--- config.mk ---
export PLATFORM = sky130hd
export DESIGN_NAME = hcpa_front
export DESIGN_NICKNAME = d
export VERILOG_FILES = /design/src/rtl/hcpa_pkg.sv /design/src/rtl/hcpa_front.sv
export SDC_FILE = /design/constraint.sdc
export NUM_CORES = 1
export LEC_CHECK = 0
export BUFFER_PORTS_ARGS = -buffer_cell sky130_fd_sc_hd__buf_2
export CORE_AREA = 5 5 207 209
export CTS_CLUSTER_DIAMETER = 100
export CTS_CLUSTER_SIZE = 14
export DETAILED_ROUTE_END_ITERATION = 7
export DIE_AREA = 0 0 212 214
export HOLD_SLACK_MARGIN = 0.02
export PLACE_DENSITY_LB_ADDON = 0.25
export SLEW_MARGIN = 10
export SYNTH_ARGS = -nofsm -noshare
export SYNTH_HDL_FRONTEND = slang
export SYNTH_SLANG_ARGS = --single-unit
--- constraint.sdc ---
create_clock -name clk -period 19.4 [get_ports clk]
set_input_delay 1.94 -clock clk [delete_from_list [all_inputs] [get_ports clk]]
set_output_delay 1.94 -clock clk [all_outputs]
set_load 0.02 [all_outputs]
--- src/rtl/hcpa_pkg.sv ---
`default_nettype none

package hcpa_pkg;

    // Configuration port.
    localparam int CFG_DATA_W = 16;
    localparam int CFG_INDEX_W = 1;
    localparam logic [CFG_INDEX_W-1:0] REG_PAIR_LIMIT = 1'd0;
    localparam logic [CFG_INDEX_W-1:0] REG_FIRST_PAIR_ID = 1'd1;

    localparam logic [15:0] RESET_PAIR_LIMIT = 16'd256;
    localparam logic [15:0] RESET_FIRST_PAIR_ID = 16'd1;
    // Pair limits below this value fall back to the default limit.
    localparam logic [15:0] SMALL_LIMIT = 16'd10;
    localparam logic [15:0] DEFAULT_LIMIT = 16'd256;

    // Lookup key is the (fore, back) color pair.
    localparam int KEY_W = 16;
    localparam int QUEUE_DEPTH = 2;

    // Quantizer constants.
    localparam logic [7:0] GRAY_DIFF_LIMIT = 8'd10;
    localparam logic [7:0] DARK_LIMIT = 8'd8;
    localparam logic [7:0] LIGHT_LIMIT = 8'd248;
    localparam logic [7:0] DARK_COLOR = 8'd16;
    localparam logic [7:0] LIGHT_COLOR = 8'd231;
    localparam logic [7:0] GRAY_BASE_COLOR = 8'd232;
    localparam logic [7:0] CUBE_BASE_COLOR = 8'd16;
    localparam logic [7:0] CUBE_RED_WEIGHT = 8'd36;
    localparam logic [7:0] CUBE_GREEN_WEIGHT = 8'd6;
    // A cube step is the number of these thresholds that a channel reaches.
    localparam logic [7:0] CUBE_T1 = 8'd26;
    localparam logic [7:0] CUBE_T2 = 8'd77;
    localparam logic [7:0] CUBE_T3 = 8'd128;
    localparam logic [7:0] CUBE_T4 = 8'd179;
    localparam logic [7:0] CUBE_T5 = 8'd230;
    // floor(sum / 3) is taken as (sum * 683) >> 11, exact for sums up to 765.
    localparam logic [19:0] THIRD_RECIP = 20'd683;
    localparam int THIRD_SHIFT = 11;
    // Ramp step is floor(((gray - 8) * 46 + 247) / 494); the division is a
    // multiply by 33962 and a shift by 24, exact for the 14-bit numerator.
    localparam logic [13:0] GRAY_STEP_MUL = 14'd46;
    localparam logic [13:0] GRAY_STEP_BIAS = 14'd247;
    localparam logic [29:0] GRAY_RECIP = 30'd33962;
    localparam int GRAY_RECIP_SHIFT = 24;

    typedef struct packed {
        logic       is_gray;
        logic [9:0] sum;
        logic [7:0] cube;
    } px_sum_t;

    typedef struct packed {
        logic       is_gray;
        logic [7:0] gray;
        logic [7:0] cube;
    } px_gray_t;

    typedef struct packed {
        logic        use_ramp;
        logic [13:0] num;
        logic [7:0]  color;
    } px_ramp_t;

    typedef struct packed {
        logic       new_image;
        logic [7:0] fore;
        logic [7:0] back;
    } cell_t;

    typedef struct packed {
        logic [15:0] id;
        logic [7:0]  back;
        logic [7:0]  fore;
    } pair_entry_t;

    typedef struct packed {
        logic                   en;
        logic [CFG_INDEX_W-1:0] index;
        logic [CFG_DATA_W-1:0]  data;
    } cfg_write_t;

    function automatic logic [7:0] abs_diff(input logic [7:0] a, input logic [7:0] b);
        return (a > b) ? (a - b) : (b - a);
    endfunction

    function automatic logic [2:0] cube_step(input logic [7:0] c);
        return {2'd0, c >= CUBE_T1} + {2'd0, c >= CUBE_T2} + {2'd0, c >= CUBE_T3}
             + {2'd0, c >= CUBE_T4} + {2'd0, c >= CUBE_T5};
    endfunction

    // First step: gray test, channel sum and the cube color.
    function automatic px_sum_t quant_sum(input logic [7:0] r, input logic [7:0] g,
                                          input logic [7:0] b);
        px_sum_t res;
        res.is_gray = (abs_diff(r, g) < GRAY_DIFF_LIMIT)
                   && (abs_diff(g, b) < GRAY_DIFF_LIMIT);
        res.sum = {2'd0, r} + {2'd0, g} + {2'd0, b};
        res.cube = CUBE_BASE_COLOR + {5'd0, cube_step(r)} * CUBE_RED_WEIGHT
                 + {5'd0, cube_step(g)} * CUBE_GREEN_WEIGHT + {5'd0, cube_step(b)};
        return res;
    endfunction

    // Second step: average of the three channels.
    function automatic px_gray_t quant_gray(input px_sum_t p);
        px_gray_t   res;
        logic [19:0] prod;
        prod = {10'd0, p.sum} * THIRD_RECIP;
        res.is_gray = p.is_gray;
        res.gray = prod[THIRD_SHIFT +: 8];
        res.cube = p.cube;
        return res;
    endfunction

    // Third step: pick the cube color or clamp the ramp ends; form the ramp numerator.
    function automatic px_ramp_t quant_ramp(input px_gray_t p);
        px_ramp_t res;
        res.use_ramp = 1'b0;
        res.num = {6'd0, p.gray - DARK_LIMIT} * GRAY_STEP_MUL + GRAY_STEP_BIAS;
        if (!p.is_gray) begin
            res.color = p.cube;
        end else if (p.gray < DARK_LIMIT) begin
            res.color = DARK_COLOR;
        end else if (p.gray > LIGHT_LIMIT) begin
            res.color = LIGHT_COLOR;
        end else begin
            res.color = GRAY_BASE_COLOR;
            res.use_ramp = 1'b1;
        end
        return res;
    endfunction

    // Last step: ramp position by reciprocal multiplication.
    function automatic logic [7:0] quant_color(input px_ramp_t p);
        logic [29:0] prod;
        prod = {16'd0, p.num} * GRAY_RECIP;
        return p.use_ramp ? (p.color + {3'd0, prod[GRAY_RECIP_SHIFT +: 5]}) : p.color;
    endfunction

endpackage

`default_nettype wire

--- src/rtl/hcpa_front.sv ---
`default_nettype none

module hcpa_front (
    input  wire logic          clk,
    input  wire logic          rst_n,
    input  wire logic          in_valid,
    output logic               in_ready,
    input  wire logic          in_new_image,
    input  wire logic [47:0]   in_pixels,
    output logic               cell_valid,
    output hcpa_pkg::cell_t    cell_out,
    input  wire logic          cell_ready
);

    import hcpa_pkg::*;

    typedef struct packed {
        logic    new_image;
        px_sum_t top;
        px_sum_t bot;
    } st_sum_t;

    typedef struct packed {
        logic     new_image;
        px_gray_t top;
        px_gray_t bot;
    } st_gray_t;

    typedef struct packed {
        logic     new_image;
        px_ramp_t top;
        px_ramp_t bot;
    } st_ramp_t;

    st_sum_t  sum_reg;
    st_gray_t gray_reg;
    st_ramp_t ramp_reg;
    logic     v1_reg, v2_reg, v3_reg;
    logic     rdy1, rdy2, rdy3;

    // Each stage moves when it is empty or the one after it moves.
    assign rdy3     = !v3_reg || cell_ready;
    assign rdy2     = !v2_reg || rdy3;
    assign rdy1     = !v1_reg || rdy2;
    assign in_ready = rdy1;

    always_ff @(posedge clk)
    begin
        if (rdy1)
        begin
            sum_reg.new_image <= in_new_image;
            sum_reg.top <= quant_sum(in_pixels[7:0], in_pixels[15:8], in_pixels[23:16]);
            sum_reg.bot <= quant_sum(in_pixels[31:24], in_pixels[39:32], in_pixels[47:40]);
        end
        if (rdy2)
        begin
            gray_reg.new_image <= sum_reg.new_image;
            gray_reg.top <= quant_gray(sum_reg.top);
            gray_reg.bot <= quant_gray(sum_reg.bot);
        end
        if (rdy3)
        begin
            ramp_reg.new_image <= gray_reg.new_image;
            ramp_reg.top <= quant_ramp(gray_reg.top);
            ramp_reg.bot <= quant_ramp(gray_reg.bot);
        end
    end

    always_ff @(posedge clk or negedge rst_n)
    begin
        if (!rst_n)
        begin
            v1_reg <= 1'b0;
            v2_reg <= 1'b0;
            v3_reg <= 1'b0;
        end
        else
        begin
            if (rdy1)
            begin
                v1_reg <= in_valid;
            end
            if (rdy2)
            begin
                v2_reg <= v1_reg;
            end
            if (rdy3)
            begin
                v3_reg <= v2_reg;
            end
        end
    end

    assign cell_valid         = v3_reg;
    assign cell_out.new_image = ramp_reg.new_image;
    assign cell_out.fore      = quant_color(ramp_reg.top);
    assign cell_out.back      = quant_color(ramp_reg.bot);

endmodule

`default_nettype wire

After elaboration in Yosys (flattened, before gate mapping). Index checks and enable logic that the tools add are counted.

Register bits after elaboration: 124. Input bits: 53. Output and inout bits: 19. Logic and storage cells: 150.

Add/subtract/negate cells: 48. Multipliers: 10. $lt $le $gt $ge: 42. Mux-type cells: 14. Bitwise operators: 2. Reductions and logical operators: 10.

Operator list (number): $ge A8 B8 Y1 const B (18); $mux W8 (10); $sub A8 B8 Y8 (8); $mul A14 B15 Y28 const B (2); $ge A8 B5 Y1 const B (6); $ge A8 B7 Y1 const B (6); $lt A8 B4 Y1 const B (6); $mul A10 B10 Y19 const B (2); $add A3 B1 Y3 (12); $gt A8 B8 Y1 (4); $add A14 B8 Y14 const B (2); $mul A8 B5 Y13 const B (2); $add A9 B8 Y10 (2); $add A2 B1 Y3 (6); $add A8 B8 Y9 (2); $add A5 B8 Y8 const A (2); $add A8 B3 Y8 (2); $add A8 B5 Y8 (2); $add A8 B6 Y8 (2); $gt A8 B8 Y1 const B (2); $sub A8 B4 Y8 const B (2); $add A1 B1 Y2 (6); $mul A3 B4 Y6 const B (2); $mul A3 B2 Y5 const B (2); other kinds (7) (16).

Depth between registers and ports, before layout. Gate-level depths: netlist of the first run.

Depth after elaboration: 9. Gate-level depth with buffers: 27. Mapped depth without buffers: 27.

Worst setup path before layout of the first run. Ideal clock, no wire load.

Kind: flip-flop to output port. From: reg ramp_reg[39] (netlist name). To: out cell_out[14] (netlist name). Data arrival time: 5.827 ns. Required time: 17.460 ns. Path slack: 11.633 ns. Stages on the path, launching flop included: 25. Buffers on the path: 0. Path through: edfxtp_1 > ha_1 > inv_1 > fa_1 > inv_1 > fa_1 > fa_1 > inv_1 > fa_1 > inv_1 > ha_1 > ha_1 > a21o_1 > a221o_1 > a211o_1 > a21oi_1 > o211ai_1 > xor2_1 > ha_1 > fa_1 > a21o_1 > a21oi_1 > nor2b_1 > o211ai_1 > xnor2_1.

RTL lines: start, declared (RTL line hcpa_front.sv:37) `st_ramp_t ramp_reg;`; end, declared (RTL line hcpa_front.sv:11) `output hcpa_pkg::cell_t cell_out,`.

==> summary.txt, run 1 <==
Logic synthesis
  – Post-synth ARST share: 0.0246
  – Post-synthesis cell type count: 80
  – Synthesized flop and latch total: 122
  – YS warnings: 0
  – Post-synth EDFFs: 119
  – Netlist Area Pre-Place: 20100 µm²
  – Ranking of synthesized cells by area: ha_1, edfxtp_1, fa_1
  – Syn Inst Count: 2061
  – Synth top area share: 0.291
  – Syn Area/Cell: 9.73 µm²
  – Area leader, netlist: ha_1
  – Syn Nets: 2748
  – Seq/Total Area, Yosys: 0.182
  – Synth Flop Type: edfxtp_1

Global routing
  – First-pass GRT wire length: 69100 µm
  – Tot GR Track Use: 0.179
  – Vias in the first global route: 14965
  – GRT overflow: 0
  – Largest net degree at the start of global routing: 46
  – Initial antenna violation count: 2

Clock tree
  – Clk sinks: 122
  – Post-cts sizing count: 0
  – Post-CTS setup buffers: 0
  – Clock transition at path regs: 0.06 ns
  – H-tree levels: 4
  – CTS tree: yes
  – Worst skew pair latency: 0.41 ns
  – Max clock buf depth: 2
  – CTS hold repair buffers: 0
  – Root Driver: clkbuf_16
  – Num CTS Buffers: 17

Critical path
  – Worst EP arrival: 6.95 ns
  – CP Class: register to output pin
  – Kind of start point of the critical path: register
  – Worst Reg2Reg Path Length in Cells: 15
  – CP required: 17.46 ns
  – Critical path fanouts, max: 4
  – CP endpoint kind: output pin

Cells and area
  – Area delta synth->final: 7.80%
  – Largest register FFs: 44
  – Share of cells above drive strength 1: 0.0661
  – Most common cell after layout, fill and taps aside: ha_1
  – Final #Nets: 2821
  – N_diodes: 0
  – Most frequent cells in the layout: ha_1, inv_1, fa_1

Timing
  – Least-Margin Pin Slew: 0.999 ns
  – Final setup vio count: 0
  – Worst Skew: 0.00962 ns
  – Final Max Slew Viols: 0
  – Maximum clock rate: 113 MHz
  – Setup TNS: 0 ns
  – Hold Vio Cnt, Final: 0
  – Worst slew margin: 0.334
  – Tmin final: 8.89 ns
  – Fin crit share: 0.458
  – Unrepaired setup endpoints after global routing: false

Die
  – Placeable Area: 40600 µm²
  – Initial Util: 0.494
  – # rows: 74
  – Ports: 72
  – Die Area: 45400 µm²
  – Die Span Y: 214 µm
  – Die width: 212 µm

Hold path
  – Hold-critical path depth: 0
  – Worst hold path class: register to register

Place
  – Port buffer count: 71
  – Detailed-placement wirelength estimate: 34800 µm
  – Final RePlAce weighted congestion: 0.918

Route
  – Detailed-route via count: 14389
  – Drt via density: 5.37
  – First drt pass iteration count: 6
  – Post-DRT Antenna Nets: 0
  – DRC Markers: 0
  – DRT iter0 DRCs: 576
  – Total wire length: 40200 µm
  – Routed WL per cell: 15.0 µm

Run status
  – Outcome: finished, final reports clean

Job
  – Max_cap viols: 0
logic make-up (layout without fill, tap and decap cells):
group / count (synthesis) / after routing / synth area share
adder cells (fa/ha/maj): 634 / 634 / 0.458
buffers and inverters: 473 / 559 / 0.0901
AO/OA/AOI/OAI: 383 / 383 / 0.126
AND/OR/NAND/NOR: 308 / 308 / 0.0796
flip-flops: 122 / 122 / 0.182
XOR/XNOR: 110 / 110 / 0.0480
multiplexers: 31 / 31 / 0.0166
routing by layer:
layer / global-route usage / part of all wire
met1: 0.239 / 0.46
met2: 0.315 / 0.49
met3: 0.0170 / 0.033
met4: 0.0417 / 0.016
met5: 0 / 0.00077
critical path, cell delays in order, from the launching register on:
cell	delay [ns]
edfxtp_1	0.46
ha_1	0.38
ha_1	0.29
inv_1	0.06
fa_1	0.52
fa_1	0.52
fa_1	0.54
inv_1	0.04
ha_1	0.28
ha_1	0.32
nand4_1	0.12
a221oi_1	0.26
o21ai_0	0.12
and3_1	0.20
o311a_1	0.38
nor2_1	0.14
xor2_1	0.25
ha_1	0.28
a21o_1	0.17
a21oi_1	0.20
nor2b_1	0.07
o21ai_0	0.18
nand2b_1	0.10
nand4_1	0.12
xnor2_1	0.28
buf_2	0.27
synth_stat cells, types with 13 or more instances:
library cell  number
a211oi_1          20
a21o_1            30
a21oi_1          107
a31oi_1           18
edfxtp_1         119
fa_1             168
ha_1             466
inv_1            453
mux2_2            17
mux2i_1           13
nand2_1           61
nand3_1           30
nand4_1           28
nor2_1            70
nor2b_1           26
nor3_1            14
o211ai_1          23
o21a_1            18
o21ai_0           68
o21bai_1          16
xnor2_1           72
xor2_1            38
path summary, 6_finish.rpt:
| kind | startpoint | endpoint | slack (ns) |
|---|---|---|---|
| min in group asynchronous | rst_n | cell_valid | 1.31 |
| worst min-delay path | sum_reg[5] | gray_reg[5] | 0.41 |
| worst min register to register | sum_reg[5] | gray_reg[5] | 0.41 |
| max in group asynchronous | rst_n | v1_reg | 17.98 |
| worst max register to register | sum_reg[34] | gray_reg[32] | 14.54 |
| worst max-delay path | ramp_reg[16] | cell_out[7] | 10.51 |
area by class of cell:
cell class              instances  area (µm²)
fillers                      3615       19000
multi-input cells            1466       14600
flip-flops and latches        122        3650
inverters                     453        1700
well taps                     532         666
clock buffers                  18         429
repair buffers                 74         378
clock inverters                14         196
stage by stage:
stage / utilization / hold WS, ns / std cells / setup WS (ns) / cell area, µm²
after floorplan: - / 0.400 / 2061 / 11.63 / 20100
after global placement: 0.517 / 0.403 / 2647 / 11.06 / 21000
after detailed placement: 0.517 / 0.405 / 2647 / 10.92 / 21000
after CTS: 0.532 / 0.413 / 2679 / 10.48 / 21600
after global routing: 0.532 / 0.417 / 2679 / 10.12 / 21600
final: 0.532 / 0.412 / 2679 / 10.51 / 21600
Power of run 1 is not shown: default switching activity piles up to over one toggle a cycle in this logic, so the estimate is an artifact.
==> run 2, diff against run 1 <==
--- a/config.mk
+++ b/config.mk
@@ -5,12 +5,13 @@
 export SDC_FILE = /design/constraint.sdc
 export NUM_CORES = 1
 export LEC_CHECK = 0
+export ABC_AREA = 1
 export BUFFER_PORTS_ARGS = -buffer_cell sky130_fd_sc_hd__buf_2
-export CORE_AREA = 5 5 207 209
+export CORE_AREA = 5 5 217 219
 export CTS_CLUSTER_DIAMETER = 100
 export CTS_CLUSTER_SIZE = 14
 export DETAILED_ROUTE_END_ITERATION = 7
-export DIE_AREA = 0 0 212 214
+export DIE_AREA = 0 0 222 224
 export HOLD_SLACK_MARGIN = 0.02
 export PLACE_DENSITY_LB_ADDON = 0.25
 export SLEW_MARGIN = 10
==> constraint.sdc (replaced) <==
create_clock -name clk -period 7.87 [get_ports clk]
set_input_delay 0.787 -clock clk [delete_from_list [all_inputs] [get_ports clk]]
set_output_delay 0.787 -clock clk [all_outputs]
set_load 0.02 [all_outputs]
==> run 2 against run 1 <==
Effect of this change: worst setup slack worse by 9.8 ns; global-route usage is 2.0 points higher; first-iteration DRC count is 52% higher; area after synthesis is 10% higher; final cell count is 30% higher; via count is 24% higher; critical path type unchanged; largest cell class unchanged.
==> summary.txt, run 2 <==
Logic synthesis
  – Seq/Total Area, Yosys: 0.165
  – Netlist Area Pre-Place: 22100 µm²
  – Synth Flop Type: edfxtp_1
  – Syn Inst Count: 2791
  – YS warnings: 0
  – Top-count cell post-synth: inv_1
  – Ranking of synthesized cells by area: ha_1, edfxtp_1, fa_1
  – Post-synth EDFFs: 119
  – Synthesized flop and latch total: 122
  – Area leader, netlist: ha_1
  – Post-synthesis cell type count: 43
  – Post-synth ARST share: 0.0246
  – Syn Area/Cell: 7.92 µm²
  – Synth top area share: 0.264
  – Syn Nets: 3478
  – Synth cell count leaders: inv_1, nand2_1, ha_1

Critical path
  – CP endpoint kind: output pin
  – Largest stage delay, worst path: 0.55 ns
  – CP Class: register to output pin
  – Worst Reg2Reg Path Length in Cells: 16
  – WP buf/inv: 7
  – Kind of start point of the critical path: register
  – Worst EP arrival: 6.36 ns
  – CP Depth: 30
  – Critical path fanouts, max: 5
  – Slowest cell on the critical path: fa_1
  – Crit-path leading delay family: adder cells
  – CP most frequent cell: nand2_1
  – CP required: 7.08 ns

Clock tree
  – Clk sinks: 122
  – Num CTS Buffers: 17
  – Post-cts sizing count: 0
  – Clock transition at path regs: 0.07 ns
  – Worst skew pair latency: 0.42 ns
  – H-tree levels: 4
  – Root Driver: clkbuf_16
  – CTS hold repair buffers: 0
  – Post-CTS setup buffers: 0
  – CTS tree: yes
  – Max clock buf depth: 2

Cells and area
  – Largest register FFs: 44
  – Most common cell after layout, fill and taps aside: inv_1
  – Most frequent cells in the layout: inv_1, nand2_1, ha_1
  – Fillers: 4285
  – Final #Nets: 3562
  – N_diodes: 0
  – Area delta synth->final: 7.46%
  – Share of cells above drive strength 1: 0.0516

Die
  – Die Span Y: 224 µm
  – Initial Util: 0.492
  – Ports: 72
  – Placeable Area: 44900 µm²
  – Die width: 222 µm
  – # rows: 78
  – Die Area: 49700 µm²

Timing
  – Final setup vio count: 0
  – Setup TNS: 0 ns
  – Worst Skew: 0.0108 ns
  – Maximum clock rate: 140 MHz
  – Least-Margin Pin Slew: 0.837 ns
  – Unrepaired setup endpoints after global routing: false
  – Tmin final: 7.15 ns
  – Final Max Slew Viols: 0
  – Hold Vio Cnt, Final: 0
  – Min Hold Slack: 0.153 ns
  – Fin crit share: 0.909
  – Worst slew margin: 0.437

Run status
  – Outcome: finished, final reports clean

Place
  – Detailed-placement wirelength estimate: 43100 µm
  – Final RePlAce weighted congestion: 0.906
  – Port buffer count: 71

Route
  – Detailed-route via count: 17863
  – DRT iter0 DRCs: 876
  – Drt via density: 5.12
  – DRC Markers: 0
  – Post-DRT Antenna Nets: 0
  – Routed WL per cell: 14.0 µm
  – Total wire length: 48900 µm
  – First drt pass iteration count: 6

Global routing
  – Initial antenna violation count: 0
  – Vias in the first global route: 18584
  – GRT overflow: 0
  – Largest net degree at the start of global routing: 48
  – First-pass GRT wire length: 84400 µm
  – Tot GR Track Use: 0.200

Hold path
  – Worst hold path class: input pin to asynchronous set/reset pin

Job
  – Max_cap viols: 0
## run 2: cell count changes after synthesis, sizes merged, moves of 26 or more
cell,change
a21oi,+38
inv,+198
nand2,+572
nand3,+98
nor2,+50
xnor2,-36
xor2,+26
## run 2: worst paths after layout
| check | slack, ns | start | to |
|---|---|---|---|
| min in group clk | 0.41 | sum_reg[6] | gray_reg[6] |
| max reg2reg | 3.59 | gray_reg[11] | ramp_reg[19] |
| min reg2reg | 0.41 | sum_reg[6] | gray_reg[6] |
| max | 0.72 | ramp_reg[16] | cell_out[7] |
| max in group asynchronous | 7.61 | rst_n | v2_reg |
| min | 0.15 | rst_n | cell_valid |
## run 2: cell families after synthesis
group / after synthesis / share of synthesized area
flip-flops: 122 / 0.165
buffers and inverters: 662 / 0.113
adder cells (fa/ha/maj): 634 / 0.416
AO/OA/AOI/OAI: 302 / 0.0786
AND/OR/NAND/NOR: 971 / 0.187
XOR/XNOR: 100 / 0.0396
## run 2: final cells by class
| cell class | count | area (µm²) | area share |
|---|---|---|---|
| Multi-Input combinational cell | 2007 | 16000 | 0.672 |
| Timing Repair Buffer | 76 | 393 | 0.0165 |
| Clock buffer | 17 | 425 | 0.0179 |
| Clock inverter | 15 | 129 | 0.00543 |
| Sequential cell | 122 | 3650 | 0.154 |
| Inverter | 651 | 2450 | 0.103 |
| Tap cell | 600 | 751 | 0.0316 |
## run 2: worst register-to-register path, cell delays in order, from the launching register on
cell and delay, ns:
edfxtp_1 0.45, inv_1 0.16, ha_1 0.25, xnor2_1 0.37, inv_1 0.14, ha_1 0.32
fa_1 0.48, fa_1 0.40, ha_1 0.34, inv_1 0.07, o21ai_0 0.32, nor2_1 0.11
nand3_1 0.08, nand2_1 0.08, nor2_1 0.20, nand3_1 0.11, xor2_1 0.15
## run 2: through the flow
stage | instances | util | setup slack, ns | instance area [µm²]
floorplan | 2791 | - | 1.52 | 22100
global placement | 3456 | 0.517 | 1.28 | 23200
detailed placement | 3456 | 0.517 | 1.18 | 23200
CTS | 3488 | 0.529 | 0.700 | 23800
global route | 3488 | 0.529 | 0.246 | 23800
finish | 3488 | 0.529 | 0.720 | 23800
## run 2: routing by layer
layer  wire, µm  track usage  share of wire  vias to the layer above
met3       1520       0.0202          0.031                       52
met4        809       0.0457          0.017                        0
met2      24700        0.370           0.51                      329
met5          0            0              0                        -
met1      21900        0.251           0.45                     8346
li1           -            -              -                     9136
Power of run 2 is left out for the same reason.
