## src/rtl/hcpa_pkg.sv

```systemverilog
`default_nettype none

package hcpa_pkg;

    // Configuration port.
    localparam int CFG_DATA_W = 16;
    localparam int CFG_INDEX_W = 1;
    localparam logic [CFG_INDEX_W-1:0] REG_PAIR_LIMIT = 1'd0;
    localparam logic [CFG_INDEX_W-1:0] REG_FIRST_PAIR_ID = 1'd1;

    localparam logic [15:0] RESET_PAIR_LIMIT = 16'd256;
    localparam logic [15:0] RESET_FIRST_PAIR_ID = 16'd1;
    // Pair limits below this value fall back to the default limit.
    localparam logic [15:0] SMALL_LIMIT = 16'd10;
    localparam logic [15:0] DEFAULT_LIMIT = 16'd256;

    // Lookup key is the (fore, back) color pair.
    localparam int KEY_W = 16;
    localparam int QUEUE_DEPTH = 2;

    // Quantizer constants.
    localparam logic [7:0] GRAY_DIFF_LIMIT = 8'd10;
    localparam logic [7:0] DARK_LIMIT = 8'd8;
    localparam logic [7:0] LIGHT_LIMIT = 8'd248;
    localparam logic [7:0] DARK_COLOR = 8'd16;
    localparam logic [7:0] LIGHT_COLOR = 8'd231;
    localparam logic [7:0] GRAY_BASE_COLOR = 8'd232;
    localparam logic [7:0] CUBE_BASE_COLOR = 8'd16;
    localparam logic [7:0] CUBE_RED_WEIGHT = 8'd36;
    localparam logic [7:0] CUBE_GREEN_WEIGHT = 8'd6;
    // A cube step is the number of these thresholds that a channel reaches.
    localparam logic [7:0] CUBE_T1 = 8'd26;
    localparam logic [7:0] CUBE_T2 = 8'd77;
    localparam logic [7:0] CUBE_T3 = 8'd128;
    localparam logic [7:0] CUBE_T4 = 8'd179;
    localparam logic [7:0] CUBE_T5 = 8'd230;
    // floor(sum / 3) is taken as (sum * 683) >> 11, exact for sums up to 765.
    localparam logic [19:0] THIRD_RECIP = 20'd683;
    localparam int THIRD_SHIFT = 11;
    // Ramp step is floor(((gray - 8) * 46 + 247) / 494); the division is a
    // multiply by 33962 and a shift by 24, exact for the 14-bit numerator.
    localparam logic [13:0] GRAY_STEP_MUL = 14'd46;
    localparam logic [13:0] GRAY_STEP_BIAS = 14'd247;
    localparam logic [29:0] GRAY_RECIP = 30'd33962;
    localparam int GRAY_RECIP_SHIFT = 24;

    typedef struct packed {
        logic       is_gray;
        logic [9:0] sum;
        logic [7:0] cube;
    } px_sum_t;

    typedef struct packed {
        logic       is_gray;
        logic [7:0] gray;
        logic [7:0] cube;
    } px_gray_t;

    typedef struct packed {
        logic        use_ramp;
        logic [13:0] num;
        logic [7:0]  color;
    } px_ramp_t;

    typedef struct packed {
        logic       new_image;
        logic [7:0] fore;
        logic [7:0] back;
    } cell_t;

    typedef struct packed {
        logic [15:0] id;
        logic [7:0]  back;
        logic [7:0]  fore;
    } pair_entry_t;

    typedef struct packed {
        logic                   en;
        logic [CFG_INDEX_W-1:0] index;
        logic [CFG_DATA_W-1:0]  data;
    } cfg_write_t;

    function automatic logic [7:0] abs_diff(input logic [7:0] a, input logic [7:0] b);
        return (a > b) ? (a - b) : (b - a);
    endfunction

    function automatic logic [2:0] cube_step(input logic [7:0] c);
        return {2'd0, c >= CUBE_T1} + {2'd0, c >= CUBE_T2} + {2'd0, c >= CUBE_T3}
             + {2'd0, c >= CUBE_T4} + {2'd0, c >= CUBE_T5};
    endfunction

    // First step: gray test, channel sum and the cube color.
    function automatic px_sum_t quant_sum(input logic [7:0] r, input logic [7:0] g,
                                          input logic [7:0] b);
        px_sum_t res;
        res.is_gray = (abs_diff(r, g) < GRAY_DIFF_LIMIT)
                   && (abs_diff(g, b) < GRAY_DIFF_LIMIT);
        res.sum = {2'd0, r} + {2'd0, g} + {2'd0, b};
        res.cube = CUBE_BASE_COLOR + {5'd0, cube_step(r)} * CUBE_RED_WEIGHT
                 + {5'd0, cube_step(g)} * CUBE_GREEN_WEIGHT + {5'd0, cube_step(b)};
        return res;
    endfunction

    // Second step: average of the three channels.
    function automatic px_gray_t quant_gray(input px_sum_t p);
        px_gray_t   res;
        logic [19:0] prod;
        prod = {10'd0, p.sum} * THIRD_RECIP;
        res.is_gray = p.is_gray;
        res.gray = prod[THIRD_SHIFT +: 8];
        res.cube = p.cube;
        return res;
    endfunction

    // Third step: pick the cube color or clamp the ramp ends; form the ramp numerator.
    function automatic px_ramp_t quant_ramp(input px_gray_t p);
        px_ramp_t res;
        res.use_ramp = 1'b0;
        res.num = {6'd0, p.gray - DARK_LIMIT} * GRAY_STEP_MUL + GRAY_STEP_BIAS;
        if (!p.is_gray) begin
            res.color = p.cube;
        end else if (p.gray < DARK_LIMIT) begin
            res.color = DARK_COLOR;
        end else if (p.gray > LIGHT_LIMIT) begin
            res.color = LIGHT_COLOR;
        end else begin
            res.color = GRAY_BASE_COLOR;
            res.use_ramp = 1'b1;
        end
        return res;
    endfunction

    // Last step: ramp position by reciprocal multiplication.
    function automatic logic [7:0] quant_color(input px_ramp_t p);
        logic [29:0] prod;
        prod = {16'd0, p.num} * GRAY_RECIP;
        return p.use_ramp ? (p.color + {3'd0, prod[GRAY_RECIP_SHIFT +: 5]}) : p.color;
    endfunction

endpackage

`default_nettype wire

```

## src/rtl/hcpa_fifo.sv

```systemverilog
`default_nettype none

module hcpa_fifo (
    input  wire logic          clk,
    input  wire logic          rst_n,
    input  wire logic          push,
    input  wire hcpa_pkg::cell_t push_data,
    output logic               push_ready,
    input  wire logic          pop,
    output hcpa_pkg::cell_t    head,
    output logic               head_valid
);

    import hcpa_pkg::*;

    localparam int PTR_W = (QUEUE_DEPTH > 1) ? $clog2(QUEUE_DEPTH) : 1;
    localparam int CNT_W = $clog2(QUEUE_DEPTH + 1);

    cell_t            mem_reg [QUEUE_DEPTH];
    logic [PTR_W-1:0] wr_ptr_reg, rd_ptr_reg;
    logic [CNT_W-1:0] fill_reg;
    logic             do_push, do_pop;

    assign push_ready = (fill_reg != CNT_W'(QUEUE_DEPTH));
    assign head_valid = (fill_reg != '0);
    assign head       = mem_reg[rd_ptr_reg];
    assign do_push    = push && push_ready;
    assign do_pop     = pop && head_valid;

    always_ff @(posedge clk)
    begin
        if (do_push)
        begin
            mem_reg[wr_ptr_reg] <= push_data;
        end
    end

    always_ff @(posedge clk or negedge rst_n)
    begin
        if (!rst_n)
        begin
            wr_ptr_reg <= '0;
            rd_ptr_reg <= '0;
            fill_reg   <= '0;
        end
        else
        begin
            if (do_push)
            begin
                wr_ptr_reg <= (wr_ptr_reg == PTR_W'(QUEUE_DEPTH - 1)) ? '0 : wr_ptr_reg + 1'b1;
            end
            if (do_pop)
            begin
                rd_ptr_reg <= (rd_ptr_reg == PTR_W'(QUEUE_DEPTH - 1)) ? '0 : rd_ptr_reg + 1'b1;
            end
            if (do_push && !do_pop)
            begin
                fill_reg <= fill_reg + 1'b1;
            end
            else if (do_pop && !do_push)
            begin
                fill_reg <= fill_reg - 1'b1;
            end
        end
    end

endmodule

`default_nettype wire

```

## config.mk

```make
export PLATFORM = sky130hd
export DESIGN_NAME = hcpa_fifo
export DESIGN_NICKNAME = d
export VERILOG_FILES = /design/src/rtl/hcpa_pkg.sv /design/src/rtl/hcpa_fifo.sv
export SDC_FILE = /design/constraint.sdc
export NUM_CORES = 1
export LEC_CHECK = 0
export BUFFER_PORTS_ARGS = -buffer_cell sky130_fd_sc_hd__buf_2
export CAP_MARGIN = 20
export CORE_ASPECT_RATIO = 0.7
export CORE_UTILIZATION = 30
export DETAILED_ROUTE_END_ITERATION = 10
export PLACE_DENSITY = 0.55
export SYNTH_ARGS = -nofsm -noshare
export SYNTH_HDL_FRONTEND = slang
export SYNTH_SLANG_ARGS = --single-unit
```

## constraint.sdc

```tcl
create_clock -name clk -period 2.1 [get_ports clk]
set_input_delay 0.315 -clock clk [delete_from_list [all_inputs] [get_ports clk]]
set_output_delay 0.315 -clock clk [all_outputs]
set_load 0.01 [all_outputs]
```

=== Word level (Yosys, flattened, before mapping) ===
Memory sizes are Yosys's and may differ from the RTL's.
Cells that the tools add are included.

* Output and inout port bits: 19
* Bits in writable memories: 34
* Memory bits (read-only): 0
* Memories kept: 1
* Latch bits: 0
* Word-level logic and storage cells: 23
* Input bits: 21
* Bits in registers: 4

* Bitwise operators: 0
* Shift operators: 0
* Multipliers: 0
* $add $sub $neg: 4
* Magnitude comparators: 0
* Reduce and logical (&&, ||, !) cells: 8
* Eq/ne operators: 1
* Multiplexer cells: 6
* Divide/modulo/power cells: 0

{| class="wikitable"
|+ Memories
! name !! words !! bits a word !! rd ports !! clocked after memory_dff !! write ports !! RTL line !! RTL
|-
| mem_reg || 2 || 17 || 1 || 0 || 1 || hcpa_fifo.sv:19 || <nowiki>cell_t mem_reg [QUEUE_DEPTH];</nowiki>
|}

{| class="wikitable"
|+ Operators by type and width
! cell !! number
|-
| 1-bit logical AND || 4
|-
| 1-bit 2-to-1 mux || 4
|-
| 2-bit 2-to-1 mux || 2
|-
| 2-bit nonzero test || 2
|-
| 1-bit adder (second input constant) || 2
|-
| 2-bit by 1-bit adder with 2-bit output (second input constant) || 1
|-
| 1-bit zero test || 2
|-
| 2-bit inequality test (second input constant) || 1
|-
| 2-bit by 1-bit subtractor with 2-bit output (second input constant) || 1
|}

=== Depth between registers and ports, before layout ===
Gate-level depths: netlist (run 1).

* Depth in word-level cells: 6
* Mapped depth: 7
* Depth with buffers taken out: 7

=== Worst setup path after synthesis (run 1) ===
OpenSTA, ideal clock, no wires.

* Kind: reg-to-reg
* Start point: register fill_reg[0]
* End point: memory mem_reg[0][0] (netlist bit), enable pin
* Library setup time: 0.390 ns
* Clock period less this slack: 1.825 ns
* Cell stages (with the launch flop): 4
* Data arrival time: 1.435 ns
* Path slack: 0.275 ns
* Cells stage by stage: dfrtp_1 -> nand2b_1 -> nand2_1 -> nor2_1

* Longest elaborated chain between the ends: 4

{| class="wikitable"
|+ RTL lines
! element !! RTL line !! RTL
|-
| start, declared || hcpa_fifo.sv:21 || <nowiki>logic [CNT_W-1:0] fill_reg;</nowiki>
|-
| start signal, assigned || hcpa_fifo.sv:58 || <nowiki>fill_reg <= fill_reg + 1'b1;</nowiki>
|-
| start signal, assigned || hcpa_fifo.sv:62 || <nowiki>fill_reg <= fill_reg - 1'b1;</nowiki>
|-
| 2-bit inequality test || hcpa_fifo.sv:24 || <nowiki>assign push_ready = (fill_reg != CNT_W'(QUEUE_DEPTH));</nowiki>
|-
| via push_ready || hcpa_fifo.sv:8 || <nowiki>output logic push_ready,</nowiki>
|-
| 1-bit logical AND || hcpa_fifo.sv:27 || <nowiki>assign do_push = push && push_ready;</nowiki>
|-
| 1-bit 2-to-1 mux || hcpa_fifo.sv:32 || <nowiki>if (do_push)</nowiki>
|-
| 1-bit 2-to-1 mux (not written as such) || hcpa_fifo.sv:34 || <nowiki>mem_reg[wr_ptr_reg] <= push_data;</nowiki>
|-
| end, declared || hcpa_fifo.sv:19 ||
|}

The timed path passes the listed nets, and every way through them passes these cells.

==> impl_metrics.py, run 1 <==
metrics = {
    "yosys": {
        "netlist_area_um2": 1470,
        "synthTopCellsByCount": "edfxtp_1, mux2_4, mux2_2",
        "yosysUniqueCellTypes": 16,
        "async_flop_share_pct": 10.5,
        "synth-main-ff-cell": "edfxtp_1",
        "synth_area_leaders": "edfxtp_1, mux2_4, dfrtp_1",
        "syn_nets": 93,
        "synth_top_area_share_pct": 69.3,
        "synth_most_common_cell": "edfxtp_1",
        "ys_ff_latch": 38,
        "syn_avg_cell_area_um2": 20.8,
        "seq_area_frac_synth_pct": 76.1,
        "syn-instance-count": 71,
        "synth-edff-count": 34,
        "ys_warn_count": 0,
        "synth_top_area_cell": "edfxtp_1",
    },
    "grt": {
        "grt_max_degree": 18,
        "groute.usage.overall_pct": 10.2,
        "antenna_found_initial": 0,
        "grt_overflow": 0,
        "first_global_vias": 819,
        "grt_pass1_wl_mm": 3.77,
    },
    "placement": {
        "dp_hpwl_mm": 1.71,
        "gp_congestion": 0.608,
        "portBuffers": 39,
        "placed_area_um2": 1750,
    },
    "critical_path": {
        "cp_data_arrival_time_ns": 1.56,
        "startpoint_type": "register",
        "worstSetupPathType": "reg2out",
        "timing.critical_path.to_type": "output pin",
        "critPathSlowestCell": "dfrtp_1",
        "worstPathRequired_ns": 1.78,
        "crit_chain": "buf_4, mux2_2, buf_2",
        "path_max_fanout": 13,
        "max_stage_delay_ns": 0.47,
    },
    "cells_and_area": {
        "layout.nets": 141,
        "design_area_um2": 1840,
        "area_growth_pct": 24.6,
        "fillers": 442,
        "diodes": 0,
        "multiInputGateArea_um2": 320,
        "drive_gt1_share_pct": 55.8,
        "largest_reg_flops": 34,
        "seq_area_um2": 1120,
    },
    "power": {
        "p_leak_nw": 0.732,
        "p_switching_mw": 0.711,
        "p_int_mw": 1.70,
        "power.density_nw_per_um2": 1310,
        "power_frac_clock_pct": 18.8,
        "pwr-share-comb_pct": 34.5,
        "swShare_pct": 29.5,
        "power_frac_seq_pct": 46.7,
        "peakVddDrop_uv": 523,
    },
    "clock_tree": {
        "postCtsHoldBufs": 1,
        "cts-resized-gates": 0,
        "cts_made_buffers": 5,
        "clk_pin_slew_ns": 0.07,
        "cts-htree-levels": 2,
        "cts_tree": "done",
        "cts.sinks": 38,
        "ctsRootBufferMaster": "clkbuf_8",
        "clock_latency_ns": 0.28,
        "post_cts_buffers": 0,
        "cts_buffer_depth": 2,
    },
    "timing": {
        "finalSetupTns_ns": 0,
        "slew_headroom_pct": 80.7,
        "setup_viol": 0,
        "timing.hold.ws_ns": 0.223,
        "tightest_slew_ns": 0.290,
        "period_share_pct": 89.2,
        "period_needed_ns": 1.87,
        "fin_skew_ns": 0.00376,
        "fmax_ghz": 0.534,
        "final_max_slew_viol_count": 0,
        "hold_viol": 0,
        "grt_setup_unrepaired": "false",
    },
    "hold_path": {
        "worstHoldPathType": "in2reg",
    },
    "run": {
        "cap_violations": 0,
    },
    "outcome": {
        "status": "complete, no violations",
    },
    "floorplanning": {
        "coreArea_um2": 4530,
        "io_pins": 40,
        "initial_core_util_pct": 32.5,
        "die-height_um": 60.6,
        "dieArea_um2": 5200,
        "rows": 20,
        "die_w_um": 85.8,
    },
    "drt": {
        "drc": 0,
        "vias": 738,
        "wire_per_inst_um": 12.6,
        "dr.first_iter.drc_count": 31,
        "totalWireLength_mm": 2.35,
        "ant_nets": 0,
        "avgViaCountPerCell": 3.97,
        "dr.pass1.iters": 3,
    },
}
worst paths after layout:
| kind | startpoint | endpoint | slack (ns) | cells past startpoint |
|---|---|---|---|---|
| hold reg to reg | fill_reg[1]$_DFFE_PN0P_ | fill_reg[1]$_DFFE_PN0P_ | 0.51 | 1 |
| setup / recovery | rd_ptr_reg$_DFFE_PN0P_ | head[2] | 0.23 | 3 |
| max in group asynchronous | rst_n | rd_ptr_reg$_DFFE_PN0P_ | 1.60 | 2 |
| setup reg to reg | fill_reg[0]$_DFFE_PN0P_ | fill_reg[1]$_DFFE_PN0P_ | 0.61 | 7 |
| hold / removal | push_data[0] | mem_reg[0][0]$_DFFE_PP_ | 0.22 | 1 |
| min in group asynchronous | rst_n | fill_reg[1]$_DFFE_PN0P_ | 0.38 | 2 |
layout by cell type (no fill, tap or decap), types with 2 or more instances in the layout:
cell type  Yosys  final
mux2_2         8      8
buf_4          0      3
edfxtp_1      34     34
buf_2          0     39
clkbuf_8       0      5
xnor2_1        3      3
mux2_4         9      9
dfrtp_1        4      4
xor2_1         2      2
per-layer routing:
metal	vias up	share of wire (%)	GRT usage [%]
met3	3	7.5	4.22
met2	25	48	16.7
met5	-	0	0
li1	360	-	-
met4	0	0.98	4.29
met1	350	44	12.1
critical path: cells and delay by family (launching register included):
family / cells / cell delay, ns
flip-flops: 1 / 0.47
buffers and inverters: 2 / 0.45
multiplexers: 1 / 0.36
power groups by stage:
stage	clock network (mW)	logic, mW	registers, mW
6_report	0.454	0.830	1.13
5_1_grt	0.497	0.905	1.15
3_3_place_gp	0	0.839	1.13
2_1_floorplan	0	0.634	1.11
3_5_place_dp	0	0.848	1.14
4_1_cts	0.475	0.852	1.13
area by class of cell:
class                      instances  share of cell area (%)
inverter                           1                   0.204
sequential                        38                    61.0
tap                               66                    4.50
clock inverter                     2                   0.477
multi-input combinational         30                    17.4
clock buffer                       6                    3.95
timing repair buffer              43                    12.4
stage by stage:
| stage | cells | utilization, % | power (mW) | setup slack (ns) |
|---|---|---|---|---|
| detailed placement | 177 | 38.5 | 1.99 | 0.516 |
| finish | 186 | 40.6 | 2.41 | 0.227 |
| CTS | 186 | 40.6 | 2.46 | 0.196 |
| floorplan | 71 | - | 1.74 | 0.275 |
| global placement | 177 | 38.5 | 1.97 | 0.543 |
| global route | 186 | 40.6 | 2.55 | 0.117 |
logic make-up (layout without fill, tap and decap cells):
group,count (synthesis),in the layout,synth area share (%)
flip-flops,38,38,76.1
multiplexers,17,17,15.3
AND/OR/NAND/NOR,7,7,2.46
XOR/XNOR,5,5,2.97
buffers and inverters,3,52,2.38
adder cells (fa/ha/maj),1,1,0.849
No activity file was read; power rests on OpenSTA's default activity.
==> run 2, diff against run 1 <==
--- a/config.mk
+++ b/config.mk
@@ -7,7 +7,7 @@
 export LEC_CHECK = 0
 export BUFFER_PORTS_ARGS = -buffer_cell sky130_fd_sc_hd__buf_2
 export CAP_MARGIN = 20
-export CORE_ASPECT_RATIO = 0.7
+export CORE_ASPECT_RATIO = 1.4
 export CORE_UTILIZATION = 30
 export DETAILED_ROUTE_END_ITERATION = 10
 export PLACE_DENSITY = 0.55
==> run 2 against run 1 <==
Combinational power increased by 1%. Flip-flop and latch count unchanged. Setup slack better by 0.11 ns. Critical path depth stayed put. Register-to-register slack barely moved. Cell count is 2.2% lower. Utilization down 0.21 points. Non-clock buffer count stayed put. Count of clock-buffer cells in the layout shrank 1. Die area barely moved. Largest power group unchanged.
==> impl_metrics.py, run 2 (same netlist as run 1, synthesis figures left out) <==
metrics = {
    "outcome": {
        "status": "complete, no violations",
    },
    "placement": {
        "gp_congestion": 0.614,
        "portBuffers": 39,
        "dp_hpwl_mm": 1.56,
    },
    "drt": {
        "ant_nets": 0,
        "totalWireLength_mm": 2.27,
        "dr.first_iter.drc_count": 10,
        "avgViaCountPerCell": 4.14,
        "drc": 0,
        "dr.pass1.iters": 4,
        "vias": 754,
        "wire_per_inst_um": 12.5,
    },
    "critical_path": {
        "rrSetupSlack_ns": 0.61,
        "timing.critical_path.to_type": "output pin",
        "crit_chain": "buf_4, mux2_2, buf_2",
        "worstSetupPathType": "reg2out",
        "r2r-end": "fill_reg[1]$_DFFE_PN0P_",
        "max_stage_delay_ns": 0.37,
        "path_max_fanout": 17,
        "cp_data_arrival_time_ns": 1.45,
        "worstPathRequired_ns": 1.78,
        "startpoint_type": "register",
        "rr_worst_depth": 7,
        "critPathSlowestCell": "dfrtp_1",
        "r2r_start": "fill_reg[0]$_DFFE_PN0P_",
    },
    "hold_path": {
        "min_path_cells": 1,
        "min_from": "push_data[4]",
        "whs_endpoint": "mem_reg[0][4]$_DFFE_PP_",
        "worstHoldPathType": "in2reg",
    },
    "grt": {
        "grt_pass1_wl_mm": 3.31,
        "groute.usage.overall_pct": 9.15,
        "grt_overflow": 0,
        "grt_max_degree": 18,
        "antenna_found_initial": 0,
        "first_global_vias": 746,
    },
    "power": {
        "swShare_pct": 28.4,
        "p_leak_nw": 0.747,
        "pwr-share-comb_pct": 33.1,
        "peakVddDrop_uv": 828,
        "p_int_mw": 1.82,
        "power_frac_clock_pct": 23.2,
        "p_switching_mw": 0.722,
        "power_frac_seq_pct": 43.7,
        "power.density_nw_per_um2": 1370,
    },
    "floorplanning": {
        "dieArea_um2": 5200,
        "io_pins": 40,
        "initial_core_util_pct": 32.0,
        "die-height_um": 84.9,
        "die_w_um": 61.2,
        "rows": 29,
        "coreArea_um2": 4610,
    },
    "clock_tree": {
        "post_cts_buffers": 0,
        "cts-htree-levels": 2,
        "clock_latency_ns": 0.28,
        "cts-resized-gates": 0,
        "cts_buffer_depth": 2,
        "cts_made_buffers": 5,
        "clk_pin_slew_ns": 0.07,
        "postCtsHoldBufs": 1,
        "cts_tree": "done",
        "cts.sinks": 38,
        "ctsRootBufferMaster": "clkbuf_8",
    },
    "timing": {
        "tightest_slew_ns": 0.276,
        "period_needed_ns": 1.76,
        "fmax_ghz": 0.568,
        "period_share_pct": 83.9,
        "finalSetupTns_ns": 0,
        "setup_viol": 0,
        "hold_viol": 0,
        "grt_setup_unrepaired": "false",
        "slew_headroom_pct": 81.6,
        "fin_skew_ns": 0.00724,
        "final_max_slew_viol_count": 0,
    },
    "run": {
        "cap_violations": 0,
    },
    "cells_and_area": {
        "drive_gt1_share_pct": 57.5,
        "fin_util_pct": 40.3,
        "largest_reg_flops": 34,
        "fillers": 445,
        "mostFrequentLayoutCells": "buf_2, edfxtp_1, mux2_4",
        "area_growth_pct": 26.1,
        "diodes": 0,
        "final_common_cell": "buf_2",
        "layout.nets": 141,
    },
}
[run 2: changes by cell type in the layout (fill, tap and decap cells not counted), sizes merged]
cell | before | now
bufinv | 0 | 1
clkbuf | 6 | 5
[run 2: per-layer routing]
metal / wire length (um) / share of wire (%) / track usage, % / vias up
met5: 0 / 0 / 0 / -
met4: 50 / 2.2 / 4.96 / 0
met3: 155 / 6.8 / 3.81 / 4
met2: 1270 / 56 / 15.8 / 25
met1: 796 / 35 / 8.78 / 364
li1: - / - / - / 361
[run 2: cell type report]
type                    count  area (um2)  share of cell area, %
multi-input cells          30         320                   17.2
well taps                  62        77.6                   4.17
flip-flops and latches     38        1120                   60.3
clock buffers               5        68.8                   3.70
repair buffers             43         228                   12.2
clock inverters             3        40.0                   2.15
inverters                   1        3.75                  0.202
[run 2: power by group through the flow]
stage	Combinational, mW	Clock [mW]	Sequential (mW)
6_report	0.842	0.589	1.11
5_1_grt	0.925	0.637	1.13
4_1_cts	0.865	0.606	1.11
3_5_place_dp	0.865	0	1.13
3_3_place_gp	0.841	0	1.12
2_1_floorplan	0.634	0	1.11
[run 2: worst max-delay path by stage]
stage / startpoint / endpoint / slack, ns / cells after the start
finish: rd_ptr_reg$_DFFE_PN0P_ / head[1] / 0.34 / 3
global route: rd_ptr_reg$_DFFE_PN0P_ / head[2] / 0.25 / 3
CTS: rd_ptr_reg$_DFFE_PN0P_ / head[1] / 0.30 / 3
detailed placement: fill_reg[0]$_DFFE_PN0P_ / fill_reg[1]$_DFFE_PN0P_ / 0.60 / 7
global placement: rd_ptr_reg$_DFFE_PN0P_ / head[1] / 0.64 / 3
floorplan: fill_reg[0]$_DFFE_PN0P_ / mem_reg[0][0]$_DFFE_PP_ / 0.27 / 3
[run 2: through the flow]
stage	hold slack, ns	total power, mW	std cells	area (um2)	worst slack, ns
global placement	0.122	1.96	173	1740	0.638
global route	0.204	2.69	182	1860	0.247
floorplan	0.0194	1.74	71	1470	0.275
detailed placement	0.124	1.99	173	1740	0.596
finish	0.220	2.54	182	1860	0.339
CTS	0.209	2.59	182	1860	0.304
[run 2: critical path, delay by kind of cell (launching register included)]
family / cells / cell delay [ns]
multiplexers: 1 / 0.37
buffers and inverters: 2 / 0.43
flip-flops: 1 / 0.37
==> run 3, diff against run 2 <==
--- a/config.mk
+++ b/config.mk
@@ -5,12 +5,13 @@
 export SDC_FILE = /design/constraint.sdc
 export NUM_CORES = 1
 export LEC_CHECK = 0
+export ABC_AREA = 1
 export BUFFER_PORTS_ARGS = -buffer_cell sky130_fd_sc_hd__buf_2
 export CAP_MARGIN = 20
 export CORE_ASPECT_RATIO = 1.4
 export CORE_UTILIZATION = 30
 export DETAILED_ROUTE_END_ITERATION = 10
-export PLACE_DENSITY = 0.55
+export PLACE_DENSITY = 0.54
 export SYNTH_ARGS = -nofsm -noshare
 export SYNTH_HDL_FRONTEND = slang
 export SYNTH_SLANG_ARGS = --single-unit
==> constraint.sdc (replaced) <==
create_clock -name clk -period 1.79 [get_ports clk]
set_input_delay 0.2685 -clock clk [delete_from_list [all_inputs] [get_ports clk]]
set_output_delay 0.2685 -clock clk [all_outputs]
set_load 0.01 [all_outputs]
==> run 3 against run 2 <==
Register-to-register slack worse by 0.28 ns. Flip-flop and latch count unchanged. Non-clock buffer count grew 3. First-iteration DRC count is 90% higher. Sequential share of layout area is 1.5 points lower. Highest routed layer unchanged.
==> impl_metrics.py, run 3 <==
metrics = {
    "grt": {
        "grt_pass1_wl_mm": 4.50,
        "grt_overflow": 0,
        "first_global_vias": 952,
        "groute.usage.overall_pct": 11.2,
        "grt_max_degree": 19,
        "antenna_found_initial": 0,
    },
    "floorplanning": {
        "rows": 30,
        "die-height_um": 86.2,
        "initial_core_util_pct": 31.4,
        "die_w_um": 62.2,
        "dieArea_um2": 5360,
        "io_pins": 40,
        "coreArea_um2": 4840,
    },
    "drt": {
        "dr.pass1.iters": 2,
        "wl_met2_mm": 1.26,
        "dr.first_iter.drc_count": 19,
        "ant_nets": 0,
        "routed.top_layer": "met4",
        "drc": 0,
        "vias": 959,
        "wire_per_inst_um": 11.7,
        "wl_met1_mm": 1.24,
        "totalWireLength_mm": 2.71,
        "met3WireLength_um": 158,
        "avgViaCountPerCell": 4.13,
    },
    "timing": {
        "setup_ws_ns": 0.150,
        "period_share_pct": 91.6,
        "slew_headroom_pct": 71.6,
        "fmax_ghz": 0.610,
        "period_needed_ns": 1.64,
        "setup_viol": 0,
        "grt_setup_unrepaired": "false",
        "fin_skew_ns": 0.00673,
        "final_max_slew_viol_count": 0,
        "finalSetupTns_ns": 0,
        "tightest_slew_ns": 0.425,
        "timing.hold.ws_ns": 0.171,
        "hold_viol": 0,
    },
    "clock_tree": {
        "cts-htree-levels": 2,
        "clk_pin_slew_ns": 0.07,
        "cts-resized-gates": 0,
        "post_cts_buffers": 0,
        "clock_latency_ns": 0.29,
        "cts_made_buffers": 5,
        "cts_buffer_depth": 2,
        "cts_tree": "done",
        "ctsRootBufferMaster": "clkbuf_8",
        "cts.sinks": 38,
    },
    "cells_and_area": {
        "diodes": 0,
        "drive_gt1_share_pct": 39.9,
        "fin_util_pct": 39.4,
        "mostFrequentLayoutCells": "nand2_1, buf_2, edfxtp_1",
        "fin_cells": 232,
        "area_growth_pct": 25.3,
        "largest_reg_flops": 34,
        "design_area_um2": 1910,
        "final_common_cell": "nand2_1",
        "layout.nets": 189,
    },
    "power": {
        "peakVddDrop_uv": 832,
        "power.density_nw_per_um2": 1590,
        "power.total_mw": 3.03,
        "p_leak_nw": 0.847,
    },
    "placement": {
        "placed_area_um2": 1800,
        "placed_cells": 223,
        "portBuffers": 39,
        "gp_congestion": 0.657,
        "pre_cts_slack_ns": 0.325,
        "dp_hpwl_mm": 2.07,
    },
    "critical_path": {
        "path_max_fanout": 9,
        "worstSetupPathType": "reg2out",
        "worstPathRequired_ns": 1.52,
        "timing.critical_path.to_type": "output pin",
        "rrSetupSlack_ns": 0.33,
        "startpoint_type": "register",
        "cp_data_arrival_time_ns": 1.37,
    },
    "yosys": {
        "synth_top_area_cell": "edfxtp_1",
        "synth_top_area_share_pct": 67.2,
        "synth-edff-count": 34,
        "seq_area_frac_synth_pct": 73.7,
        "syn_nets": 139,
        "netlist_area_um2": 1520,
        "synthTopCellsByCount": "nand2_1, edfxtp_1, nand2_2",
        "syn-instance-count": 117,
        "ys_warn_count": 0,
        "yosysUniqueCellTypes": 17,
        "synth_most_common_cell": "nand2_1",
        "async_flop_share_pct": 10.5,
        "syn_avg_cell_area_um2": 13.0,
        "ys_ff_latch": 38,
        "synth_area_leaders": "edfxtp_1, nand2_1, dfrtp_1",
        "synth-main-ff-cell": "edfxtp_1",
    },
    "outcome": {
        "status": "complete, no violations",
    },
    "run": {
        "cap_violations": 0,
    },
    "hold_path": {
        "worstHoldPathType": "in2reg",
    },
}
## run 3: logic make-up (layout without fill, tap and decap cells)
logic type    count (synthesis)  after routing  synth area share [%]
xor+xnor                      2              2                  1.65
fa+ha+maj                     1              1                 0.823
buf+inv                      10             61                  5.18
flops                        38             38                  73.7
simple gates                 66             66                  18.6
## run 3: area by class of cell
cell class	count	area [um2]
inverters	7	33.8
well taps	64	80.1
flip-flops and latches	38	1120
multi-input cells	69	325
fillers	481	2940
repair buffers	46	250
clock buffers	6	82.6
clock inverters	2	12.5
## run 3: path summary, 6_finish.rpt
path | start | end | cells after the start
hold reg to reg | fill_reg[0]$_DFFE_PN0P_ | fill_reg[0]$_DFFE_PN0P_ | 1
max in group asynchronous | rst_n | wr_ptr_reg$_DFFE_PN0P_ | 2
min in group asynchronous | rst_n | fill_reg[1]$_DFFE_PN0P_ | 2
setup / recovery | rd_ptr_reg$_DFFE_PN0P_ | head[1] | 4
hold / removal | push_data[12] | mem_reg[1][12]$_DFFE_PP_ | 1
setup reg to reg | fill_reg[0]$_DFFE_PN0P_ | mem_reg[0][10]$_DFFE_PP_ | 5
## run 3: report_power, final
part / internal (mW) / switching [mW] / total [mW]
clock: 0.309 / 0.291 / 0.600
combinational: 0.424 / 0.661 / 1.09
sequential: 1.22 / 0.120 / 1.34
## run 3: repair_timing
| item | CTS | global route |
|---|---|---|
| hold endpoints to repair | 4 | 0 |
| endpoints found under the setup margin | 0 | 0 |
| hold buffers | 1 | 0 |
## run 3: layer usage
| metal | global-route usage (%) | vias up |
|---|---|---|
| li1 | - | 482 |
| met1 | 13.4 | 436 |
| met3 | 3.42 | 6 |
| met4 | 5.71 | 0 |
| met2 | 18.3 | 35 |
| met5 | 0 | - |
## run 3: critical path, cell delays in order, from the launching register on
cell     delay [ns]
dfrtp_1        0.61
buf_4          0.23
nand2_1        0.05
nand2_1        0.07
buf_2          0.12
